--- config.mk ---
export PLATFORM = sky130hd
export DESIGN_NAME = pfla_rsp_queue
export DESIGN_NICKNAME = d
export VERILOG_FILES = /design/src/hdl/pfla_pkg.sv /design/src/hdl/pfla_rsp_queue.sv
export SDC_FILE = /design/constraint.sdc
export NUM_CORES = 1
export LEC_CHECK = 0
export BUFFER_PORTS_ARGS = -buffer_cell sky130_fd_sc_hd__buf_2
export CAP_MARGIN = 20
export CORE_ASPECT_RATIO = 2
export CORE_MARGIN = 2
export CORE_UTILIZATION = 30
export DETAILED_ROUTE_END_ITERATION = 6
export PLACE_DENSITY_LB_ADDON = 0.1
export SETUP_SLACK_MARGIN = 0.15
export SYNTH_ARGS = -nofsm -noshare
export SYNTH_HDL_FRONTEND = slang
export SYNTH_SLANG_ARGS = --single-unit
--- constraint.sdc ---
create_clock -name clock -period 3.89 [get_ports clock]
set_clock_uncertainty 0.05 [all_clocks]
set_input_delay 0.5835 -clock clock [delete_from_list [all_inputs] [get_ports clock]]
set_output_delay 0.5835 -clock clock [all_outputs]
set_load 0.01 [all_outputs]
--- src/hdl/pfla_pkg.sv ---
// Shared types, codes and helpers of the page free list allocator.
package pfla_pkg;

   localparam int DEF_MAX_PAGES = 65536;
   localparam int DEF_PAGE_SIZE = 4096;
   localparam int CMD_DEPTH     = 2;
   localparam int RSP_DEPTH     = 2;

   typedef logic [1:0] kind_type;
   localparam kind_type KIND_ALLOC       = 2'd0;
   localparam kind_type KIND_FREE        = 2'd1;
   localparam kind_type KIND_RANGE_FIRST = 2'd2;
   localparam kind_type KIND_RANGE_ADD   = 2'd3;

   typedef logic [1:0] status_type;
   localparam status_type STATUS_OK       = 2'd0;
   localparam status_type STATUS_EMPTY    = 2'd1;
   localparam status_type STATUS_BAD      = 2'd2;
   localparam status_type STATUS_OVERFLOW = 2'd3;

   typedef logic [1:0] csr_index_type;
   localparam csr_index_type CSR_KERNEL_END  = 2'd0;
   localparam csr_index_type CSR_PHYS_TOP    = 2'd1;
   localparam csr_index_type CSR_KERNEL_BASE = 2'd2;

   localparam logic [31:0] RESET_KERNEL_END  = 32'h0000_0000;
   localparam logic [31:0] RESET_PHYS_TOP    = 32'h0E00_0000;
   localparam logic [31:0] RESET_KERNEL_BASE = 32'h8000_0000;

   typedef struct packed {
      kind_type    kind;
      logic [31:0] address;
      logic [31:0] range_end;
   } req_word_type;

   typedef struct packed {
      logic [31:0] page_address;
      status_type  status;
      logic [16:0] free_pages;
      logic [31:0] initial_pages;
   } rsp_word_type;

   typedef struct packed {
      logic [31:0] kernel_end_address;
      logic [31:0] phys_top_address;
      logic [31:0] kernel_base_address;
   } cfg_type;

   typedef struct packed {
      req_word_type word;
      logic         free_bad;
   } cmd_type;

   typedef enum logic [1:0] {
      BACK_IDLE,
      BACK_ALLOC,
      BACK_WALK
   } back_state_type;

   // Address is outside the freeable window (alignment is checked by the caller).
   function automatic logic range_bad(input logic [31:0] addr, input cfg_type cfg);
      logic [31:0] phys;
      phys = addr - cfg.kernel_base_address;
      return (addr < cfg.kernel_end_address) || (phys >= cfg.phys_top_address);
   endfunction

endpackage

--- src/hdl/pfla_rsp_queue.sv ---
// Result queue between the back end and the result ports.
module pfla_rsp_queue (
   input  logic                   clock,
   input  logic                   reset,
   input  logic                   wr_push,
   output logic                   wr_full,
   input  pfla_pkg::rsp_word_type wr_word,
   output logic                   empty,
   input  logic                   pop,
   output pfla_pkg::rsp_word_type rsp_word
);
   import pfla_pkg::*;

   localparam int PTR_W = $clog2(RSP_DEPTH);
   localparam int CNT_W = $clog2(RSP_DEPTH + 1);

   rsp_word_type     queue_ff [RSP_DEPTH];
   logic [PTR_W-1:0] wr_ptr_ff, wr_ptr_in;
   logic [PTR_W-1:0] rd_ptr_ff, rd_ptr_in;
   logic [CNT_W-1:0] count_ff, count_in;
   logic             push_ok, pop_ok;

   assign wr_full  = (count_ff == CNT_W'(RSP_DEPTH));
   assign empty    = (count_ff == '0);
   assign push_ok  = wr_push && !wr_full;
   assign pop_ok   = pop && !empty;
   assign rsp_word = queue_ff[rd_ptr_ff];

   always_comb begin
      wr_ptr_in = wr_ptr_ff;
      rd_ptr_in = rd_ptr_ff;
      count_in  = count_ff;
      if (push_ok) begin
         wr_ptr_in = (wr_ptr_ff == PTR_W'(RSP_DEPTH - 1)) ? '0 : wr_ptr_ff + PTR_W'(1);
      end
      if (pop_ok) begin
         rd_ptr_in = (rd_ptr_ff == PTR_W'(RSP_DEPTH - 1)) ? '0 : rd_ptr_ff + PTR_W'(1);
      end
      if (push_ok && !pop_ok) begin
         count_in = count_ff + CNT_W'(1);
      end else if (pop_ok && !push_ok) begin
         count_in = count_ff - CNT_W'(1);
      end
   end

   always_ff @(posedge clock) begin
      if (reset) begin
         wr_ptr_ff <= '0;
         rd_ptr_ff <= '0;
         count_ff  <= '0;
      end else begin
         wr_ptr_ff <= wr_ptr_in;
         rd_ptr_ff <= rd_ptr_in;
         count_ff  <= count_in;
      end
   end

   always_ff @(posedge clock) begin
      if (push_ok) begin
         queue_ff[wr_ptr_ff] <= wr_word;
      end
   end

endmodule

# ---- Yosys cells after proc, flatten, opt, wreduce, memory -nomap -nowiden
# Memory sizes are Yosys's and may differ from the RTL's. A register that Yosys moved wholly into a read port is not among the register bits.
# Index checks and enable logic that the tools add are counted.
# W data, S select, Z words.
dict set report classes {
  n_reduce_logical 10
  n_mux 8
  n_eq_ne 1
  n_addsub 4
}
# operator n
set ops {}
lappend ops {{$mux W1} 6}
lappend ops {{$logic_and A1 B1 Y1} 4}
lappend ops {{$logic_not A1 Y1} 4}
lappend ops {{$mux W2} 2}
lappend ops {{$add A1 B1 Y1 const B} 2}
lappend ops {{$add A2 B1 Y2 const B} 1}
lappend ops {{$eq A2 B2 Y1 const B} 1}
lappend ops {{$logic_not A2 Y1} 1}
lappend ops {{$reduce_bool A2 Y1} 1}
lappend ops {{$sub A2 B1 Y2 const B} 1}
dict set report word_totals {
  in_bits 87
  out_inout_bits 85
  mem_bits_rw 166
  word_cells 27
  memories 1
  ff_bits 4
}
# memory words width read_ports rd_clocked_by_memory_dff wr line_no
set mem_list {}
lappend mem_list {queue_ff 2 83 1 1 1 pfla_rsp_queue.sv:17} ;# rsp_word_type queue_ff [RSP_DEPTH];

# ---- Longest topological paths before layout
# Gate-level depths: netlist of the first run.
dict set report logic_depth {
  word_depth 7
  ltp_mapped 6
  mapped_depth_nobuf 6
}

# ---- Least setup slack after synthesis of the first run
# Ideal clock, no wire load.
dict set report synth_path {
  path_kind {input to register}
  start {input wr_push}
  end {memory queue_ff[1][0] (netlist name) (enable)}
  arrival_time_ns 2.707
  path_slack_ns 0.683
  setup_ns 0.451
  required_time_ns 3.389
  path_buffers 0
  cell_stages 3
  path_cell_list {inv_1 nor2_1 and2_1}
}
dict set report synth_via {
  elab_chain_len 3
}
# item line_no
set synth_lines {}
lappend synth_lines {{from (decl)} pfla_rsp_queue.sv:5} ;# input logic wr_push,
lappend synth_lines {{$logic_and A1 B1 Y1} pfla_rsp_queue.sv:25} ;# assign push_ok = wr_push && !wr_full;
lappend synth_lines {{via push_ok} pfla_rsp_queue.sv:21} ;# logic push_ok, pop_ok;
lappend synth_lines {{$mux W1} pfla_rsp_queue.sv:59} ;# if (push_ok) begin
lappend synth_lines {{$mux W1 (implied by the code)} pfla_rsp_queue.sv:60} ;# queue_ff[wr_ptr_ff] <= wr_word;
lappend synth_lines {{to (decl)} pfla_rsp_queue.sv:17}
# The timed path passes the listed nets, and every way through them passes these cells.

==> results.cfg, run 1 <==
[drt]
drc = 0
routed_wirelength_mm = 13.0
ant_nets = 0
firstDrtPassIters = 4
wl_per_cell_um = 17.4
drtIter0Drc = 83
num_vias = 3208
vias_per_cell = 4.31

[yosys]
ys_seq_area_frac = 0.820
synth.distinct_cells = 14
netlist_area_sq_um = 6200
synth_top_cells_by_area = edfxtp_1, mux2_2, dfxtp_1
synth_edf_count = 166
ys.flop_type = edfxtp_1
yosys_register_bits = 171
synth_top_area_share = 0.804
syn_inst = 283
async_flop_share = 0
synth_area_leader_cell = edfxtp_1
yosys-top-cells-count = edfxtp_1, mux2_2, buf_4
synthesis.nets = 371
syn_avg_cell_area_sq_um = 21.9
yosysWarnings = 0
yosys.cell_count.top_type = edfxtp_1

[cells_and_area]
layout-drive-gt1-share = 0.598
fin_util = 0.391
nets = 555
synthToLayoutAreaGrowth_pct = 28.4

[worst_setup_path]
crit_path_max_incr_delay_ps = 710
setup.worst_path.start_class = flip-flop
critPathKind = reg -> out
required_ps = 3260
r2r_start = count_ff[0]
crit_slowest_cell = dfxtp_4
worstPathCellList = buf_12 -> mux2_2 -> buf_2
r2r_slack_ps = 1780
arrival_ps = 2040
r2r_end = queue_ff[0][23]
crit_fanout = 44
reg2regPathDepth = 4
cp-end-kind = primary output

[clock_tree]
postCtsSetupBuffers = 0
path_clk_slew_ps = 60
ctsResizeCount = 0
cts_max_path_buffers = 2
numCtsBuffers = 17
cts_hold_buf = 0
tritoncts = done
cts_sinks = 171
cts_root_buf = clkbuf_16
cts.htree.levels = 4
clock_latency_ps = 410

[min_path]
min_to = queue_ff[1][21]
min_from = wr_word[21]
min_path_cells = 1
hold_path.class = in -> reg

[sta]
hold_viol_final = 0
clock.fmax_mhz = 375
slew_headroom = 0.595
fin_crit_ps = 2670
setup_viol = 0
setup_tns_ps = 0
worstMarginPinSlew_ps = 608
period_share = 0.686
grt_setup_unrepaired = no
slew_violations = 0

[floorplan]
rows = 74
dieArea_sq_um = 21900
start_util = 0.304
die_x_um = 106
ios = 172
coreArea_sq_um = 20400
die_height_um = 207

[placement]
hpwlAfterDp_mm = 8.73
gp_congestion = 0.689
io_buffers = 171

[pwr]
pwr-share-seq = 0.462
pwr-share-clk = 0.311
power.density_nw_per_um2 = 661
total_power_uw = 5260
swShare = 0.262
power.leakage_uw = 0.00292
p_switching_uw = 1380
power.internal_uw = 3880
combPwrFrac = 0.227
irDropWorstVdd_v = 0.000271

[grt]
grt_max_degree = 54
first_global_vias = 3569
antenna_found_initial = 2
grt_pass1_wl_mm = 19.6
grt.total_usage = 0.122
grt_overflow = 0

[flow_run]
cap_violations = 0

[outcome]
status = finished clean
-- layout by cell type, fill, tap and decap left out --
| master | instances |
|---|---|
| clkinv_1 | 1 |
| clkinvlp_4 | 2 |
| or3_1 | 2 |
| edfxtp_1 | 166 |
| clkbuf_16 | 17 |
| clkinv_2 | 4 |
| clkbuf_1 | 4 |
| xor2_1 | 3 |
| nor2_1 | 5 |
| mux2_2 | 83 |
| bufinv_16 | 3 |
| ha_1 | 1 |
| buf_12 | 3 |
| inv_1 | 1 |
| dfxtp_4 | 1 |
| and2_4 | 1 |
| o21ai_0 | 3 |
| buf_2 | 171 |
| dfxtp_1 | 4 |
| a21oi_1 | 2 |
| diode_2 | 1 |
| nor2b_2 | 1 |
-- cell type report --
class	count	area, sq um
Timing Repair Buffer	174	916
Tap cell	266	333
Sequential cell	171	5090
Multi-Input combinational cell	101	1050
Clock buffer	21	440
Fill cell	1960	12400
Clock inverter	9	124
Inverter	2	8.76
Antenna cell	1	2.50
-- metal layers --
layer / GRT usage / up-vias / wire [um]
met4: 0.0631 / 2 / 310
li1: - / 1489 / -
met5: 0 / - / 13
met1: 0.116 / 1602 / 4400
met3: 0.0349 / 17 / 588
met2: 0.232 / 98 / 7680
-- state kept, by name, summed over array words and instances (netlist names), named ones only --
| register | count |
|---|---|
| wr_ptr_ff | 1 |
| rd_ptr_ff | 1 |
| count_ff | 2 |
| queue_ff | 166 |
-- metrics by stage --
| stage | worst slack, ps | instances | hold slack, ps | area (sq um) |
|---|---|---|---|---|
| 3_5_place_dp | 1500 | 714 | 438 | 7390 |
| 4_1_cts | 1100 | 744 | 275 | 7960 |
| 5_1_grt | 1060 | 745 | 278 | 7960 |
| 3_3_place_gp | 1530 | 714 | 422 | 7390 |
| 2_1_floorplan | 683 | 283 | 402 | 6200 |
| 6_report | 1220 | 745 | 305 | 7960 |
-- power by group through the flow --
stage	sequential, uW	combinational [uW]	clock (uW)
global placement	2470	1230	0
floorplan	2410	792	0
detailed placement	2480	1240	0
CTS	2440	1240	1700
finish	2430	1190	1640
global route	2470	1300	1770
-- kinds of logic after synthesis --
| logic type | after synthesis | share of synthesized area |
|---|---|---|
| compound gates | 5 | 0.00404 |
| simple gates | 9 | 0.00747 |
| xor+xnor | 3 | 0.00424 |
| flops | 171 | 0.820 |
| buf+inv | 11 | 0.0113 |
| mux | 83 | 0.151 |
| fa+ha+maj | 1 | 0.00202 |
-- worst max-delay path, delay by kind of cell (launching register included) --
family | cells | cell delay, ps
mux | 1 | 410
flops | 1 | 710
buf+inv | 2 | 490
-- how the worst max path moves through the flow --
stage | from | endpoint | depth (start not counted) | slack [ps]
after global placement | wr_push | queue_ff[0][64] | 5 | 1530
after CTS | flip-flop | rsp_word[56] | 3 | 1100
after global routing | flip-flop | rsp_word[56] | 3 | 1060
final | flip-flop | rsp_word[56] | 3 | 1220
after floorplan | wr_push | queue_ff[1][0] | 3 | 680
after detailed placement | wr_push | queue_ff[0][81] | 5 | 1500
No activity file was read; power rests on OpenSTA's default activity.
==> inputs of run 2 (changes only) <==
==> constraint.sdc (replaced) <==
create_clock -name clock -period 2.4 [get_ports clock]
set_clock_uncertainty 0.05 [all_clocks]
set_input_delay 0.36 -clock clock [delete_from_list [all_inputs] [get_ports clock]]
set_output_delay 0.36 -clock clock [all_outputs]
set_load 0.01 [all_outputs]
==> run 2 against run 1 <==
Against the previous run: sequential power rose by 60%; highest routed layer unchanged; core utilization increased by 0.56 points; critical path type unchanged; sequential share of layout area fell by 0.87 points; global-route usage rose by 0.40 points; final cell count is 0.54% higher; sequential cell count is the same.
==> results.cfg, run 2 (synthesized netlist as in run 1, its figures left out) <==
[outcome]
status = finished clean

[floorplan]
coreArea_sq_um = 20400
die_height_um = 207
ios = 172
die_x_um = 106
rows = 74
start_util = 0.304
dieArea_sq_um = 21900

[worst_setup_path]
critPathKind = reg -> out
crit_slowest_cell = dfxtp_4
arrival_ps = 1730
crit_fanout = 45
critical-path-top-delay-family = flip-flops
critPathBufInv = 2
worstPathCellList = buf_16 -> mux2_2 -> buf_2
required_ps = 1990
cp-end-kind = primary output
setup.worst_path.start_class = flip-flop
r2r_slack_ps = 570
crit_path_max_incr_delay_ps = 470

[clock_tree]
cts_hold_buf = 0
cts_sinks = 171
cts_root_buf = clkbuf_16
path_clk_slew_ps = 60
numCtsBuffers = 17
clock_latency_ps = 420
cts_max_path_buffers = 2
tritoncts = done
cts.htree.levels = 4

[sta]
slew_violations = 0
period_share = 0.892
clock.fmax_mhz = 467
fin_crit_ps = 2140
slew_headroom = 0.647
grt_setup_unrepaired = no
setup_tns_ps = 0
setup_viol = 0
worstMarginPinSlew_ps = 530
hold_viol_final = 0

[grt]
grt_overflow = 0
grt.total_usage = 0.126
first_global_vias = 3602
grt_pass1_wl_mm = 20.2
antenna_found_initial = 2
grt_max_degree = 84

[placement]
gp_congestion = 0.700
placed_cells = 717
hpwlAfterDp_mm = 8.66
io_buffers = 171

[flow_run]
cap_violations = 0

[drt]
ant_nets = 0
drtIter0Drc = 96
num_vias = 3196
routed_wirelength_mm = 13.5
vias_per_cell = 4.27
drc = 0
firstDrtPassIters = 4
wl_per_cell_um = 18.1

[cells_and_area]
top_regs = queue_ff (166), count_ff (2)
final_common_cell = buf_2
top_register = queue_ff
layout.cells.most_common_list = buf_2, edfxtp_1, mux2_2, clkbuf_16
fin_cells = 749
largest_reg_flops = 166
nets = 559
synthToLayoutAreaGrowth_pct = 30.2
layout-drive-gt1-share = 0.606

[pwr]
power.density_nw_per_um2 = 1100
total_power_uw = 8840
power.leakage_uw = 0.00297
irDropWorstVdd_v = 0.000583

[min_path]
hold_path.class = in -> reg
==> run 2: cell count changes in the layout (fill, tap and decap cells not counted) <==
cell        previous run  this run
buf_4                  0         3
dfxtp_2                0         2
clkinv_2               4         0
clkbuf_1               4         5
nor2b_4                0         1
clkinvlp_4             2         3
or3_4                  0         1
nor2b_2                1         0
buf_16                 0         1
or3_1                  2         1
dfxtp_1                4         2
bufinv_16              3         5
==> run 2: layout make-up <==
cell class / instances / area (sq um)
Antenna cell: 1 / 2.50
Clock buffer: 22 / 444
Clock inverter: 8 / 169
Fill cell: 1971 / 12300
Inverter: 2 / 11.3
Multi-Input combinational cell: 101 / 1060
Sequential cell: 171 / 5090
Tap cell: 266 / 333
Timing Repair Buffer: 178 / 966
==> run 2: path summary, 6_finish.rpt <==
kind | startpoint | endpoint | cells after the start
max | flip-flop | rsp_word[16] | 3
min | wr_word[77] | queue_ff[1][77] | 1
max reg2reg | count_ff[1] | queue_ff[0][77] | 4
min reg2reg | wr_ptr_ff | wr_ptr_ff | 2
==> run 2: layer usage <==
metal | vias up | track usage | share of wire
met3 | 15 | 0.0421 | 0.057
li1 | 1493 | - | -
met2 | 99 | 0.241 | 0.58
met1 | 1587 | 0.117 | 0.34
met5 | - | 0 | 0.0012
met4 | 2 | 0.0581 | 0.019
==> run 2: power breakdown <==
group	total [uW]	internal [uW]	leakage (uW)	switching (uW)
sequential	3900	3760	0.00159	138
combinational	2060	975	0.00109	1080
clock	2890	1830	0.000288	1060
==> run 2: worst reg2reg max path: stages, from the launching register on <==
cell and delay (ps):
dfxtp_2 340, nor2b_4 130, or3_4 380, clkinvlp_4 90, buf_12 380
==> run 2: metrics by stage <==
stage	util	area, sq um	setup WS [ps]	hold slack, ps
2_1_floorplan	-	6220	102	372
3_3_place_gp	0.365	7440	565	433
3_5_place_dp	0.365	7440	538	445
4_1_cts	0.396	8070	181	46.6
5_1_grt	0.396	8070	170	47.8
6_report	0.396	8070	258	73.7
==> run 2: timing repair <==
action,in CTS,in global routing
gates resized for setup,1,0
buffers inserted,1,0
endpoints found under the setup margin,45,0
==> inputs of run 3 (changes only) <==
--- a/config.mk
+++ b/config.mk
@@ -5,6 +5,7 @@
 export SDC_FILE = /design/constraint.sdc
 export NUM_CORES = 1
 export LEC_CHECK = 0
+export ABC_AREA = 1
 export BUFFER_PORTS_ARGS = -buffer_cell sky130_fd_sc_hd__buf_2
 export CAP_MARGIN = 20
 export CORE_ASPECT_RATIO = 2
==> run 3 against run 2 <==
Against the previous run: global-route usage fell by 0.75 points; core utilization fell by 0.76 points; setup slack improved by 110 ps; register-to-register slack improved by 170 ps; critical path type unchanged; critical endpoint is now rsp_word[60]; largest power group unchanged.
==> results.cfg, run 3 <==
[outcome]
status = finished clean

[worst_setup_path]
crit_slowest_cell = dfxtp_4
arrival_ps = 1620
setup.worst_path.start_class = flip-flop
critical-path-top-delay-family = flip-flops
critPathKind = reg -> out
reg2regPathDepth = 3
crit_fanout = 11
worstPathCellList = buf_4 -> mux2_2 -> buf_2
cp-end-kind = primary output
critPathBufInv = 2
cp.depth = 3
crit_path_max_incr_delay_ps = 440
required_ps = 1990

[cells_and_area]
layout-drive-gt1-share = 0.592
largest_reg_flops = 166
fillers = 2040
synthToLayoutAreaGrowth_pct = 27.4
fin_util = 0.389
top_regs = queue_ff (166), count_ff (2)
layout.cells.most_common_list = buf_2, edfxtp_1, mux2_4, clkbuf_16, mux2_2
top_register = queue_ff
nets = 575
fin_cells = 777
final_common_cell = buf_2

[grt]
grt_overflow = 0
grt.total_usage = 0.119
grt_pass1_wl_mm = 19.3
grt_max_degree = 48
antenna_found_initial = 4
first_global_vias = 3532

[clock_tree]
cts_max_path_buffers = 2
cts_sinks = 171
tritoncts = done
cts_root_buf = clkbuf_16
path_clk_slew_ps = 60
ctsResizeCount = 0
cts_hold_buf = 0
postCtsSetupBuffers = 3
numCtsBuffers = 17
clock_latency_ps = 430
cts.htree.levels = 4

[sta]
grt_setup_unrepaired = no
worstMarginPinSlew_ps = 583
slew_headroom = 0.612
setup_ws_ps = 369
slew_violations = 0
fin_crit_ps = 2030
hold_viol_final = 0
setup_viol = 0
period_share = 0.846
clock.fmax_mhz = 492
hold_ws_ps = 65.4

[yosys]
syn_inst = 295
synth_top_area_share = 0.757
async_flop_share = 0
synth_top_cells_by_area = edfxtp_1, mux2_4, mux2_2
yosysWarnings = 0
ys.flop_type = edfxtp_1
synth_edf_count = 166
netlist_area_sq_um = 6590
yosys.cell_count.top_type = edfxtp_1
yosys_register_bits = 171
syn_avg_cell_area_sq_um = 22.3
synth.distinct_cells = 17
ys_seq_area_frac = 0.772
synthesis.nets = 383
yosys-top-cells-count = edfxtp_1, mux2_4, mux2_2
synth_area_leader_cell = edfxtp_1

[placement]
hpwlAfterDp_mm = 9.20
pre_cts_ws_ps = 598
io_buffers = 171
placed_cells = 738
gp_congestion = 0.705

[floorplan]
coreArea_sq_um = 21600
dieArea_sq_um = 23200
ios = 172
die_x_um = 109
die_height_um = 214
start_util = 0.305
rows = 76

[pwr]
power.leakage_uw = 0.00326
pwr-share-clk = 0.312
power.internal_uw = 6540
swShare = 0.257
pwr-share-seq = 0.444
irDropWorstVdd_v = 0.000450
p_switching_uw = 2270
power.density_nw_per_um2 = 1050
combPwrFrac = 0.244

[drt]
drc = 0
num_vias = 3286
routed_wirelength_mm = 13.3
firstDrtPassIters = 4
vias_per_cell = 4.23
drtIter0Drc = 94
wl_per_cell_um = 17.2
ant_nets = 0

[min_path]
min_path_cells = 1
hold_path.class = in -> reg

[flow_run]
cap_violations = 0
[run 3: changes by cell type after synthesis, moves of 4 or more]
cell	delta
nand2_1	+4
mux2_4	+70
nor2_1	+4
inv_1	+7
buf_12	+7
buf_4	-7
mux2_2	-70
[run 3: worst register-to-register path, delay by kind of cell, from the launching register on]
| family | cells | cell delay, ps |
|---|---|---|
| flip-flops | 1 | 430 |
| AO/OA/AOI/OAI | 1 | 160 |
| AND/OR/NAND/NOR | 1 | 130 |
| buffers and inverters | 1 | 480 |
[run 3: logic make-up after synthesis]
group                    after synthesis  synth area share
AO/OA/AOI/OAI                          6           0.00513
adder cells (fa/ha/maj)                1           0.00190
buffers and inverters                 18            0.0289
flip-flops                           171             0.772
multiplexers                          83             0.182
AND/OR/NAND/NOR                       16            0.0101
[run 3: final cells by class]
type	count	area, sq um	area share
Inverter	9	33.8	0.00403
Clock inverter	8	120	0.0143
Multi-Input combinational cell	106	1330	0.158
Sequential cell	171	5090	0.606
Timing Repair Buffer	182	1000	0.119
Antenna cell	4	10.0	0.00119
Clock buffer	24	472	0.0562
Tap cell	273	342	0.0407
[run 3: through the flow]
step                instance area (sq um)  total power [uW]  setup TNS, ps
floorplan                            6590              5450        -122330
global placement                     7770              6140              0
CTS                                  8380              8980              0
detailed placement                   7770              6180              0
global route                         8390              9240              0
finish                               8390              8810              0
[run 3: layer usage]
layer	vias up	wire (um)	track usage	part of all wire
met4	0	412	0.0729	0.031
li1	1539	-	-	-
met2	101	7910	0.224	0.59
met5	-	0	0	0
met3	24	709	0.0432	0.053
met1	1622	4300	0.102	0.32
[run 3: power by group through the flow]
| stage | registers, uW | clock network [uW] | logic, uW |
|---|---|---|---|
| 6_report | 3910 | 2750 | 2150 |
| 5_1_grt | 3950 | 2950 | 2340 |
| 4_1_cts | 3920 | 2840 | 2220 |
| 3_5_place_dp | 4010 | 0 | 2160 |
| 3_3_place_gp | 4000 | 0 | 2150 |
| 2_1_floorplan | 3940 | 0 | 1500 |
[run 3: path summary, 6_finish.rpt]
check	slack, ps	startpoint	end
hold / removal	70	wr_word[3]	queue_ff[1][3]
hold reg to reg	490	wr_ptr_ff	wr_ptr_ff
setup / recovery	370	flip-flop	rsp_word[60]
setup reg to reg	740	count_ff[0]	queue_ff[0][54]
