[config.mk]
export PLATFORM = sky130hd
export DESIGN_NAME = pfla_front
export DESIGN_NICKNAME = d
export VERILOG_FILES = /design/src/hdl/pfla_pkg.sv /design/src/hdl/pfla_front.sv
export SDC_FILE = /design/constraint.sdc
export NUM_CORES = 1
export LEC_CHECK = 0
export ABC_AREA = 1
export BUFFER_PORTS_ARGS = -buffer_cell sky130_fd_sc_hd__buf_2
export CAP_MARGIN = 10
export CORE_ASPECT_RATIO = 0.75
export CORE_MARGIN = 2
export CORE_UTILIZATION = 35
export DETAILED_ROUTE_END_ITERATION = 7
export PLACE_DENSITY_LB_ADDON = 0.12
export SETUP_SLACK_MARGIN = 0.1
export SYNTH_ARGS = -nofsm -noshare
export SYNTH_HDL_FRONTEND = slang
export SYNTH_SLANG_ARGS = --single-unit
[constraint.sdc]
create_clock -name clock -period 4.8 [get_ports clock]
set_input_delay 0.96 -clock clock [delete_from_list [all_inputs] [get_ports clock]]
set_output_delay 0.96 -clock clock [all_outputs]
set_load 0.005 [all_outputs]
[src/hdl/pfla_pkg.sv]
// Shared types, codes and helpers of the page free list allocator.
package pfla_pkg;

   localparam int DEF_MAX_PAGES = 65536;
   localparam int DEF_PAGE_SIZE = 4096;
   localparam int CMD_DEPTH     = 2;
   localparam int RSP_DEPTH     = 2;

   typedef logic [1:0] kind_type;
   localparam kind_type KIND_ALLOC       = 2'd0;
   localparam kind_type KIND_FREE        = 2'd1;
   localparam kind_type KIND_RANGE_FIRST = 2'd2;
   localparam kind_type KIND_RANGE_ADD   = 2'd3;

   typedef logic [1:0] status_type;
   localparam status_type STATUS_OK       = 2'd0;
   localparam status_type STATUS_EMPTY    = 2'd1;
   localparam status_type STATUS_BAD      = 2'd2;
   localparam status_type STATUS_OVERFLOW = 2'd3;

   typedef logic [1:0] csr_index_type;
   localparam csr_index_type CSR_KERNEL_END  = 2'd0;
   localparam csr_index_type CSR_PHYS_TOP    = 2'd1;
   localparam csr_index_type CSR_KERNEL_BASE = 2'd2;

   localparam logic [31:0] RESET_KERNEL_END  = 32'h0000_0000;
   localparam logic [31:0] RESET_PHYS_TOP    = 32'h0E00_0000;
   localparam logic [31:0] RESET_KERNEL_BASE = 32'h8000_0000;

   typedef struct packed {
      kind_type    kind;
      logic [31:0] address;
      logic [31:0] range_end;
   } req_word_type;

   typedef struct packed {
      logic [31:0] page_address;
      status_type  status;
      logic [16:0] free_pages;
      logic [31:0] initial_pages;
   } rsp_word_type;

   typedef struct packed {
      logic [31:0] kernel_end_address;
      logic [31:0] phys_top_address;
      logic [31:0] kernel_base_address;
   } cfg_type;

   typedef struct packed {
      req_word_type word;
      logic         free_bad;
   } cmd_type;

   typedef enum logic [1:0] {
      BACK_IDLE,
      BACK_ALLOC,
      BACK_WALK
   } back_state_type;

   // Address is outside the freeable window (alignment is checked by the caller).
   function automatic logic range_bad(input logic [31:0] addr, input cfg_type cfg);
      logic [31:0] phys;
      phys = addr - cfg.kernel_base_address;
      return (addr < cfg.kernel_end_address) || (phys >= cfg.phys_top_address);
   endfunction

endpackage

[src/hdl/pfla_front.sv]
// Front end: accepts request words, classifies them and queues them for the back end.
module pfla_front #(
   parameter int PAGE_SIZE = pfla_pkg::DEF_PAGE_SIZE
) (
   input  logic                   clock,
   input  logic                   reset,
   input  logic                   push,
   output logic                   full,
   input  pfla_pkg::req_word_type req_word,
   input  pfla_pkg::cfg_type      cfg,
   output logic                   cmd_valid,
   input  logic                   cmd_pop,
   output pfla_pkg::cmd_type      cmd
);
   import pfla_pkg::*;

   localparam int SHIFT = $clog2(PAGE_SIZE);
   localparam int PTR_W = $clog2(CMD_DEPTH);
   localparam int CNT_W = $clog2(CMD_DEPTH + 1);

   cmd_type            queue_ff [CMD_DEPTH];
   logic [PTR_W-1:0]   wr_ptr_ff, wr_ptr_in;
   logic [PTR_W-1:0]   rd_ptr_ff, rd_ptr_in;
   logic [CNT_W-1:0]   count_ff, count_in;
   logic               push_ok, pop_ok;
   cmd_type            cmd_in;

   assign full      = (count_ff == CNT_W'(CMD_DEPTH));
   assign cmd_valid = (count_ff != '0);
   assign push_ok   = push && !full;
   assign pop_ok    = cmd_pop && cmd_valid;
   assign cmd       = queue_ff[rd_ptr_ff];

   // Classify: a free is judged here, against the registers as they stand.
   always_comb begin
      cmd_in.word     = req_word;
      cmd_in.free_bad = (req_word.address[SHIFT-1:0] != '0) || range_bad(req_word.address, cfg);
   end

   always_comb begin
      wr_ptr_in = wr_ptr_ff;
      rd_ptr_in = rd_ptr_ff;
      count_in  = count_ff;
      if (push_ok) begin
         wr_ptr_in = (wr_ptr_ff == PTR_W'(CMD_DEPTH - 1)) ? '0 : wr_ptr_ff + PTR_W'(1);
      end
      if (pop_ok) begin
         rd_ptr_in = (rd_ptr_ff == PTR_W'(CMD_DEPTH - 1)) ? '0 : rd_ptr_ff + PTR_W'(1);
      end
      if (push_ok && !pop_ok) begin
         count_in = count_ff + CNT_W'(1);
      end else if (pop_ok && !push_ok) begin
         count_in = count_ff - CNT_W'(1);
      end
   end

   always_ff @(posedge clock) begin
      if (reset) begin
         wr_ptr_ff <= '0;
         rd_ptr_ff <= '0;
         count_ff  <= '0;
      end else begin
         wr_ptr_ff <= wr_ptr_in;
         rd_ptr_ff <= rd_ptr_in;
         count_ff  <= count_in;
      end
   end

   always_ff @(posedge clock) begin
      if (push_ok) begin
         queue_ff[wr_ptr_ff] <= cmd_in;
      end
   end

endmodule

## Word-level counts from Yosys, hierarchy flattened

Memory sizes are Yosys's and may differ from the RTL's. A register that Yosys moved wholly into a read port is not among the register bits.
Cells that the tools add are included.

| cells by class | value |
|---|---|
| muxes and demuxes | 8 |
| magnitude comparators | 2 |
| add/sub/neg operators | 5 |
| equality and inequality tests | 1 |
| reductions and logical operators | 12 |

Operators by type and width:

| operator | count |
|---|---|
| 32-bit >= comparator | 1 |
| 32-bit < comparator | 1 |
| 32-bit subtractor | 1 |
| 12-bit nonzero test | 1 |
| 1-bit two-way mux | 6 |
| 1-bit logical AND | 4 |
| 2-bit two-way mux | 2 |
| 2-bit nonzero test | 2 |
| 1-bit logical NOT | 3 |
| 1-bit adder (second input constant) | 2 |
| 2-bit by 1-bit adder with 2-bit output (second input constant) | 1 |
| 2-bit equality test (second input constant) | 1 |
| 1-bit logical OR | 2 |
| 2-bit by 1-bit subtractor with 2-bit output (second input constant) | 1 |

| storage, ports and cells | value |
|---|---|
| word-level logic and storage cells | 32 |
| register bits | 4 |
| memories | 1 |
| memory bits (writable) | 134 |

Memories:

| memory | words | bits a word | rd ports | clocked after Yosys merged registers in | write ports | line | source |
|---|---|---|---|---|---|---|---|
| queue_ff | 2 | 67 | 1 | 1 | 1 | pfla_front.sv:21 | `cmd_type queue_ff [CMD_DEPTH];` |

## Longest topological paths before layout

Gate-level depths: netlist of run 1.

| logic depth | value |
|---|---|
| depth in word-level cells | 7 |
| mapped depth | 23 |
| mapped depth without buffers | 23 |

## Worst setup path after synthesis of run 1

Ideal clock, no wire load.

| timing | value |
|---|---|
| path type | input to register |
| from | in push |
| to | mem queue_ff[1][0] (netlist name) (enable) |
| buffers on the path | 0 |
| data required time | 4.306 ns |
| setup slack | 0.382 ns |
| stages on the path | 2 |
| data arrival time | 3.923 ns |
| library setup time | 0.494 ns |
| path through | o21ai_0 -> nor2_1 |

| between the ends | value |
|---|---|
| cells in the longest elaborated chain, start to end | 3 |

Ends and longest elaborated chain:

| what | line | source |
|---|---|---|
| start, declared | pfla_front.sv:7 | `input logic push,` |
| 1-bit logical AND | pfla_front.sv:30 | `assign push_ok = push && !full;` |
| 1-bit two-way mux | pfla_front.sv:70 | `if (push_ok) begin` |
| 1-bit two-way mux (not written as such) | pfla_front.sv:71 | `queue_ff[wr_ptr_ff] <= cmd_in;` |
| end, declared | pfla_front.sv:21 |  |

Every way passes these cells.

==> results of run 1 <==
## tightest hold or removal path, delay by kind of cell, from the launching register on
kind             cells  cell delay, ns
AO/OA/AOI/OAI        1            0.06
flip-flops           1            0.31
AND/OR/NAND/NOR      1            0.07
## cell families (layout without fill, tap and decap cells)
family,after synthesis,in the layout,share of synthesized area (%)
AO/OA/AOI/OAI,115,115,6.90
XOR/XNOR,16,16,1.59
adder cells (fa/ha/maj),96,96,13.7
buffers and inverters,179,440,7.72
flip-flops,139,139,46.8
multiplexers,67,67,8.56
other,0,2,0
AND/OR/NAND/NOR,318,318,14.7
## final cells by class
type	instances	area (µm²)
Inverter	172	646
Clock buffer	17	425
Tap cell	338	423
Multi-Input combinational cell	612	4030
Timing Repair Buffer	236	1210
Antenna cell	2	5.00
Clock inverter	15	143
Sequential cell	139	4130
Fill cell	2494	13800
## layer usage
layer / vias to the layer above / GRT usage, % / part of all wire [%]
li1: 3622 / - / -
met1: 3200 / 26.1 / 50
met2: 172 / 28.6 / 45
met3: 14 / 3.17 / 4.8
met4: 0 / 3.63 / 0.80
met5: - / 0 / 0
## layout by cell type, fill, tap and decap left out, drive strengths merged, types with 3 or more instances in the layout
| cell type | synthesis | routed |
|---|---|---|
| o21ai | 34 | 34 |
| buf | 7 | 236 |
| a21oi | 73 | 73 |
| a21o | 3 | 3 |
| inv | 172 | 183 |
| dfxtp | 5 | 5 |
| nand4 | 6 | 6 |
| mux2 | 67 | 67 |
| ha | 95 | 95 |
| xor2 | 14 | 14 |
| nand2 | 208 | 208 |
| nand3 | 29 | 29 |
| edfxtp | 134 | 134 |
| nor3 | 7 | 7 |
| nor2 | 63 | 63 |
| clkbuf | 0 | 17 |
## cells in the mapped netlist (all sizes together)
master / n / area share [%]
nor2: 63 / 2.7
mux2: 67 / 8.6
xnor2: 2 / 0.20
o21ai: 34 / 1.9
inv: 172 / 7.3
o21bai: 2 / 0.17
dfxtp: 5 / 1.1
a21oi: 73 / 4.2
o211ai: 1 / 0.14
o21a: 2 / 0.17
buf: 7 / 0.40
ha: 95 / 13
nand4: 6 / 0.43
or2: 2 / 0.14
nor4: 2 / 0.21
a21o: 3 / 0.26
edfxtp: 134 / 46
nand3: 29 / 1.6
xor2: 14 / 1.4
nand2: 208 / 9.1
fa: 1 / 0.23
nor3: 7 / 0.40
and3: 1 / 0.071
## flip-flops by register name, indices dropped and copies added, names as in the netlist, named ones only
register and count:
rd_ptr_ff 1, wr_ptr_ff 1, queue_ff 134, count_ff 2
## where the power goes
| group | internal [mW] | switching (mW) | leakage, nW | total [mW] |
|---|---|---|---|---|
| clock network | 0.690 | 0.592 | 0.277 | 1.28 |
| registers | 1.53 | 0.0995 | 1.29 | 1.63 |
| logic | 0.526 | 0.628 | 3.80 | 1.15 |
## per-stage QoR
stage          area (µm²)  std cells  setup WS [ns]  utilization (%)
2_1_floorplan        8820        930          0.382                -
3_3_place_gp        10400       1497           1.04             42.0
3_5_place_dp        10400       1497           1.08             42.0
4_1_cts             11000       1529           1.53             44.3
5_1_grt             11000       1529           1.16             44.3
6_report            11000       1531           1.50             44.3
## worst max path at each step
stage / end / slack [ns] / start / depth (start not counted)
after global routing: queue_ff[0][0] / 1.16 / req_word[32] / 24
after detailed placement: queue_ff[0][0] / 1.08 / req_word[32] / 24
after global placement: queue_ff[0][0] / 1.04 / req_word[32] / 20
after floorplan: queue_ff[1][0] / 0.38 / push / 2
after CTS: queue_ff[0][0] / 1.53 / req_word[32] / 24
final: queue_ff[0][0] / 1.50 / req_word[45] / 19
==> results by group, run 1 <==
Worst setup path
  – CP required: 4.98 ns
  – RR Endpoint: queue_ff[1][62]
  – Max incr delay on CP: 0.36 ns
  – Worst R2R Setup Slack: 2.74 ns
  – Crit path launch type: input port
  – Reg2reg start: count_ff[1]
  – WS Path Type: in2reg
  – Crit-path cells: buf_2, ha_1, a21oi_1, o21ai_0, a21oi_1, nand2_1, nand2_1, nand2_1, nand2_1, nand2_1, ha_1, nand2_1, inv_1, o21ai_0, nand3_1, nor2_1, nand2_1, a21oi_1, nand2_1
  – CP most frequent cell: nand2_1
  – Max Fanout on Critical Path: 4
  – Critical path's top delay family: compound AO/OA/AOI/OAI gates
  – WP data arrival: 3.48 ns
  – CP endpoint kind: flip-flop
  – WP buf/inv: 2
  – Worst-path cell with the longest stage delay: ha_1
  – Worst R2R Path Depth: 4

Worst hold path
  – Hold/Removal Path Class: reg2reg
  – Hold Startpoint: rd_ptr_ff
  – Hold path cells: 2

Floorplanning
  – Num rows: 50
  – DIE WIDTH: 187 µm
  – I/O Pins: 235
  – Floorplan die height: 141 µm
  – Core ar.: 24800 µm²
  – Full die area: 26500 µm²
  – Initial core utilization: 35.5%

Global route
  – Tot GR Track Use: 18.1%
  – Global-route wire length before repair: 36500 µm
  – Number of global-route vias before repair: 6693
  – Initial antenna violation count: 0
  – Total grt overflow: 0
  – Pin count of the biggest net entering global routing: 68

Synthesis
  – Synthesized area: 8820 µm²
  – Yosys warns: 0
  – Share of the yosys chip area belonging to registers: 46.8%
  – Seq cells post-synth: 139
  – Syn_nets: 1192
  – Mean Syn Cell Area: 9.48 µm²
  – Syn Inst Count: 930
  – Count of cell types in the netlist: 27

CTS
  – H-tree Lvls: 4
  – Max clock buf depth: 2
  – CTS root buf: clkbuf_16
  – # Post-CTS Setup Buffers: 0
  – Worst-Skew Late Latency: 0.42 ns
  – Post_cts resized: 0
  – CTS Hold Bufs: 0
  – CTS tree: built
  – Clock sink total: 139
  – Clk pin slew, worst setup/hold paths: 0.08 ns
  – CTS Buf Count: 17

Final layout
  – Share of cells above drive strength 1: 29.8%
  – Nets: 1440
  – Synthesis-to-layout area growth: 24.9%

STA
  – RSZ-0062 raised after global routing: no
  – Slew margin rel.: 33.0%
  – TNS Setup: 0 ns
  – Slew Limit Fails: 0
  – Finish-stage setup viols: 0
  – Period utilization: 68.7%
  – Setup Skew: 0.0164 ns
  – Fmax: 0.303 GHz
  – Actual slew at the worst max-slew pin: 1.00 ns
  – Tmin final: 3.30 ns
  – Final hold vios: 0
  – Hold_ws: 0.475 ns

Pwr
  – Worst vdd ir: 190 µV
  – Static leakage: 5.36 nW
  – PD cells: 369 nW/µm²
  – PnR Total Power: 4.07 mW

Placement
  – PortBufs: 234
  – Gp weighted congestion: 0.886
  – DPL Wire Length: 18700 µm

Route
  – DRC viols: 0
  – WL final: 23700 µm
  – Vias per Instance: 4.58
  – Vias: 7008
  – Detailed router's first-iteration violation count: 428
  – ANT nets after route: 0
  – Routed WL per cell: 15.5 µm
  – DRT Pass-1 Iters: 5

Flow run
  – Maxcap violations: 0

Status
  – Status: complete, no violations
Note: power is estimated with default switching activity, not from simulation.
==> inputs of run 2 (changes only) <==
- clock period: 4.8 -> 3.21 ns (I/O delays scaled with it)
==> results by group, run 2 (same netlist as run 1, synthesis figures left out) <==
Final layout
  – Largest regs: queue_ff x134, count_ff x2
  – Fill cells: 2470
  – Share of cells above drive strength 1: 34.6%
  – Nets: 1521
  – Final core occ: 47.0%
  – Synthesis-to-layout area growth: 32.4%
  – Leading cell type in the layout, fill and taps excluded: buf_2
  – Fin cells: 1613
  – Max FFs per register: 134
  – Largest reg by FF count: queue_ff
  – Commonest non-fill, non-tap cells in the layout: 234 x buf_2, 197 x nand2_1, 172 x inv_1

STA
  – Setup Skew: 0.0143 ns
  – Tmin final: 2.84 ns
  – Actual slew at the worst max-slew pin: 0.733 ns
  – RSZ-0062 raised after global routing: no
  – Hold_ws: 0.402 ns
  – Period utilization: 88.6%
  – Finish-stage setup viols: 0
  – Slew Limit Fails: 0
  – Fmax: 0.352 GHz
  – TNS Setup: 0 ns
  – Final hold vios: 0
  – Slew margin rel.: 50.6%

Floorplanning
  – Floorplan die height: 141 µm
  – Num rows: 50
  – Full die area: 26500 µm²
  – DIE WIDTH: 187 µm
  – Initial core utilization: 35.5%
  – I/O Pins: 235
  – Core ar.: 24800 µm²

Placement
  – DPL Wire Length: 19400 µm
  – Placed Instances: 1578
  – Gp weighted congestion: 0.893
  – PortBufs: 234

Global route
  – Tot GR Track Use: 18.8%
  – Initial antenna violation count: 2
  – Pin count of the biggest net entering global routing: 69
  – Total grt overflow: 0
  – Global-route wire length before repair: 37700 µm
  – Number of global-route vias before repair: 7060

Route
  – Routed WL per cell: 15.1 µm
  – Detailed router's first-iteration violation count: 311
  – Vias: 7293
  – ANT nets after route: 0
  – WL final: 24300 µm
  – DRC viols: 0
  – Vias per Instance: 4.52
  – DRT Pass-1 Iters: 4

Worst setup path
  – WS Path Type: in2reg
  – Max Fanout on Critical Path: 3
  – Reg2reg start: count_ff[1]
  – Crit. Startpoint: req_word[47]
  – CP required: 3.39 ns
  – CP endpoint kind: flip-flop
  – Worst R2R Path Depth: 8
  – Crit path launch type: input port
  – WP data arrival: 3.02 ns

CTS
  – CTS Hold Bufs: 0
  – # Post-CTS Setup Buffers: 0
  – H-tree Lvls: 4
  – Clk pin slew, worst setup/hold paths: 0.08 ns
  – CTS root buf: clkbuf_16
  – CTS Buf Count: 17
  – Max clock buf depth: 2
  – Post_cts resized: 0
  – Clock sink total: 139
  – CTS tree: built
  – Worst-Skew Late Latency: 0.42 ns

Worst hold path
  – Hold Startpoint: req_word[4]
  – Hold/Removal Path Class: in2reg
  – Hold path cells: 1

Pwr
  – Worst vdd ir: 351 µV
  – Static leakage: 5.77 nW
  – PD cells: 541 nW/µm²
  – PnR Total Power: 6.32 mW

Status
  – Status: complete, no violations

Flow run
  – Maxcap violations: 0
-- run 2: cell count changes in the layout (fill, tap and decap cells not counted), sizes merged --
cell	before	now
inv	183	180
bufinv	0	1
buf	236	317
clkinv	2	4
diode	2	3
-- run 2: metrics by stage --
| step | cell area (µm²) | setup WS, ns |
|---|---|---|
| 2_1_floorplan | 8820 | 0.205 |
| 3_3_place_gp | 11100 | -0.127 |
| 3_5_place_dp | 11100 | -0.158 |
| 4_1_cts | 11700 | 0.300 |
| 5_1_grt | 11700 | 0.0956 |
| 6_report | 11700 | 0.366 |
-- run 2: final timing paths --
kind	endpoint	slack, ns
min reg2reg	flip-flop	0.49
max	queue_ff[0][0]	0.37
min	queue_ff[0][5]	0.40
max reg2reg	count_ff[1]	1.18
-- run 2: where the power goes --
group / total (mW) / switching [mW] / internal [mW]
registers: 2.39 / 0.106 / 2.29
logic: 1.91 / 1.01 / 0.897
clock network: 2.02 / 0.905 / 1.11
-- run 2: worst max-delay path, cell delays in order --
cell and delay, ns:
buf_2 0.11, ha_1 0.32, a21oi_1 0.31, o21ai_0 0.20
nand2_1 0.12, nand2_1 0.08, a21oi_1 0.18, nand2_1 0.07
nand2_1 0.06, nand2_1 0.07, ha_1 0.19, nand2_1 0.06
inv_1 0.03, o21ai_0 0.14, nand3_1 0.09, nor2_1 0.09
nand2_1 0.05, a21oi_1 0.11, nand2_1 0.08
-- run 2: final cells by class --
| class | instances | area, µm² | share of cell area, % |
|---|---|---|---|
| Timing Repair Buffer | 317 | 1830 | 15.7 |
| Antenna cell | 3 | 7.51 | 0.0643 |
| Multi-Input combinational cell | 612 | 4040 | 34.6 |
| Tap cell | 338 | 423 | 3.62 |
| Clock inverter | 15 | 175 | 1.50 |
| Sequential cell | 139 | 4130 | 35.4 |
| Clock buffer | 17 | 425 | 3.64 |
| Inverter | 172 | 646 | 5.53 |
-- run 2: metal layers --
layer  GRT usage (%)  wire length (µm)
met4            5.76               330
met2            29.2             10700
met1            27.0             12500
met5               0                 0
met3            2.87               770
==> inputs of run 3 (changes only) <==
- CELL_PAD_IN_SITES_DETAIL_PLACEMENT: unset -> 1
- CELL_PAD_IN_SITES_GLOBAL_PLACEMENT: unset -> 1
==> results by group, run 3 (same netlist as run 1, synthesis figures left out) <==
Worst setup path
  – Worst path depth: 19
  – Critical path's top delay family: simple AND/OR/NAND/NOR gates
  – Crit. Startpoint: req_word[44]
  – WS Path Type: in2reg
  – Worst R2R Path Depth: 8
  – Max Fanout on Critical Path: 3
  – CP endpoint kind: flip-flop
  – Crit path launch type: input port
  – WP buf/inv: 1
  – CP most frequent cell: nand2_1
  – CP required: 3.39 ns
  – Reg2reg start: count_ff[1]
  – Worst-path cell with the longest stage delay: ha_1
  – Max incr delay on CP: 0.33 ns
  – WP data arrival: 3.04 ns
  – Crit-path cells: buf_2, ha_1, a21oi_1, o21ai_1, a21oi_1, nand2_2, nand2_1, nand2_1, nand2_1, nand2_1, ha_4, nand2_1, nand2_1, nor2_2, nand3_1, nor2_1, nand2_1, a21oi_1, nand2_1
  – RR Endpoint: count_ff[1]
  – Crit path to: queue_ff[1][0]
  – Worst R2R Setup Slack: 1.04 ns

CTS
  – # Post-CTS Setup Buffers: 0
  – CTS Buf Count: 17
  – Max clock buf depth: 2
  – Clk pin slew, worst setup/hold paths: 0.07 ns
  – H-tree Lvls: 4
  – CTS Hold Bufs: 0
  – Worst-Skew Late Latency: 0.43 ns
  – CTS tree: built
  – CTS root buf: clkbuf_16
  – Clock sink total: 139

Route
  – WL final: 26700 µm
  – DRT Pass-1 Iters: 4
  – Vias per Instance: 4.66
  – Detailed router's first-iteration violation count: 277
  – Vias: 7560
  – DRC viols: 0
  – ANT nets after route: 0
  – Routed WL per cell: 16.4 µm

Final layout
  – Synthesis-to-layout area growth: 33.1%
  – Nets: 1531
  – Largest reg by FF count: queue_ff
  – Share of cells above drive strength 1: 35.5%
  – Commonest non-fill, non-tap cells in the layout: 234 x buf_2, 197 x nand2_1, 172 x inv_1
  – Fill cells: 2982
  – Max FFs per register: 134
  – Leading cell type in the layout, fill and taps excluded: buf_2
  – Largest regs: queue_ff x134, count_ff x2

STA
  – Tmin final: 2.86 ns
  – Hold_ws: 0.396 ns
  – Setup Skew: 0.0148 ns
  – RSZ-0062 raised after global routing: no
  – Actual slew at the worst max-slew pin: 0.834 ns
  – Finish-stage setup viols: 0
  – Final hold vios: 0
  – Period utilization: 89.1%
  – Slew margin rel.: 43.8%
  – Slew Limit Fails: 0
  – Fmax: 0.350 GHz

Global route
  – Pin count of the biggest net entering global routing: 68
  – Tot GR Track Use: 20.5%
  – Total grt overflow: 0
  – Initial antenna violation count: 4
  – Number of global-route vias before repair: 7851
  – Global-route wire length before repair: 41900 µm

Placement
  – PortBufs: 234
  – DPL Wire Length: 21800 µm
  – Gp weighted congestion: 0.812

Floorplanning
  – Full die area: 26500 µm²
  – I/O Pins: 235
  – Floorplan die height: 141 µm
  – DIE WIDTH: 187 µm
  – Core ar.: 24800 µm²
  – Num rows: 50
  – Initial core utilization: 35.5%

Worst hold path
  – Hold/Removal Path Class: in2reg
  – Hold Startpoint: req_word[28]

Status
  – Status: complete, no violations

Pwr
  – PD cells: 532 nW/µm²
  – PnR Total Power: 6.24 mW
  – Static leakage: 5.79 nW
  – Worst vdd ir: 323 µV

Flow run
  – Maxcap violations: 0
## run 3: area by class of cell
class / instances / area [µm²] / share of cell area (%)
inverter: 172 / 646 / 5.50
multi-input combinational: 612 / 4070 / 34.7
sequential: 139 / 4130 / 35.2
timing repair buffer: 327 / 1910 / 16.3
clock buffer: 17 / 425 / 3.63
tap: 338 / 423 / 3.60
clock inverter: 15 / 126 / 1.08
antenna: 4 / 10.0 / 0.0853
## run 3: through the flow
| stage | instance area [µm²] | instances | setup TNS (ns) | utilization (%) | setup WS (ns) |
|---|---|---|---|---|---|
| final | 11700 | 1624 | 0 | 47.2 | 0.349 |
| after global routing | 11700 | 1624 | 0 | 47.2 | 0.0923 |
| after CTS | 11700 | 1620 | 0 | 47.0 | 0.126 |
| after detailed placement | 11100 | 1588 | -0.807 | 44.8 | -0.403 |
| after global placement | 11100 | 1588 | -0.742 | 44.8 | -0.371 |
| after floorplan | 8820 | 930 | 0 | - | 0.205 |
## run 3: timing repair
action	4_1_cts	5_1_grt
setup endpoints to repair	2	2
pin swaps	0	1
gates resized for setup	1	12
## run 3: how the worst min path moves through the flow
stage / endpoint / depth (start not counted)
floorplan: flip-flop / 2
global placement: flip-flop / 2
detailed placement: rd_ptr_ff / 2
CTS: queue_ff[0][3] / 1
global route: queue_ff[1][16] / 1
finish: queue_ff[0][29] / 1
## run 3: worst reg2reg max path, delay by kind of cell (launching register included)
kind,cells,cell delay (ns)
adders and majority gates,1,0.37
buffers and inverters,2,0.25
DFF,1,0.31
AOI/OAI and AO/OA,5,1.19
## run 3: report_power, final
part	internal (mW)	leakage, nW	total [mW]	switching [mW]
Clock	1.01	0.266	1.87	0.858
Sequential	2.29	1.29	2.40	0.109
Combinational	0.920	4.24	1.97	1.05
## run 3: metal layers
metal	track usage [%]	wire, µm	vias to the layer above
met5	0	0	-
met4	5.60	412	0
met3	3.29	1020	31
met2	32.7	11900	164
met1	29.1	13400	3566
li1	-	-	3799
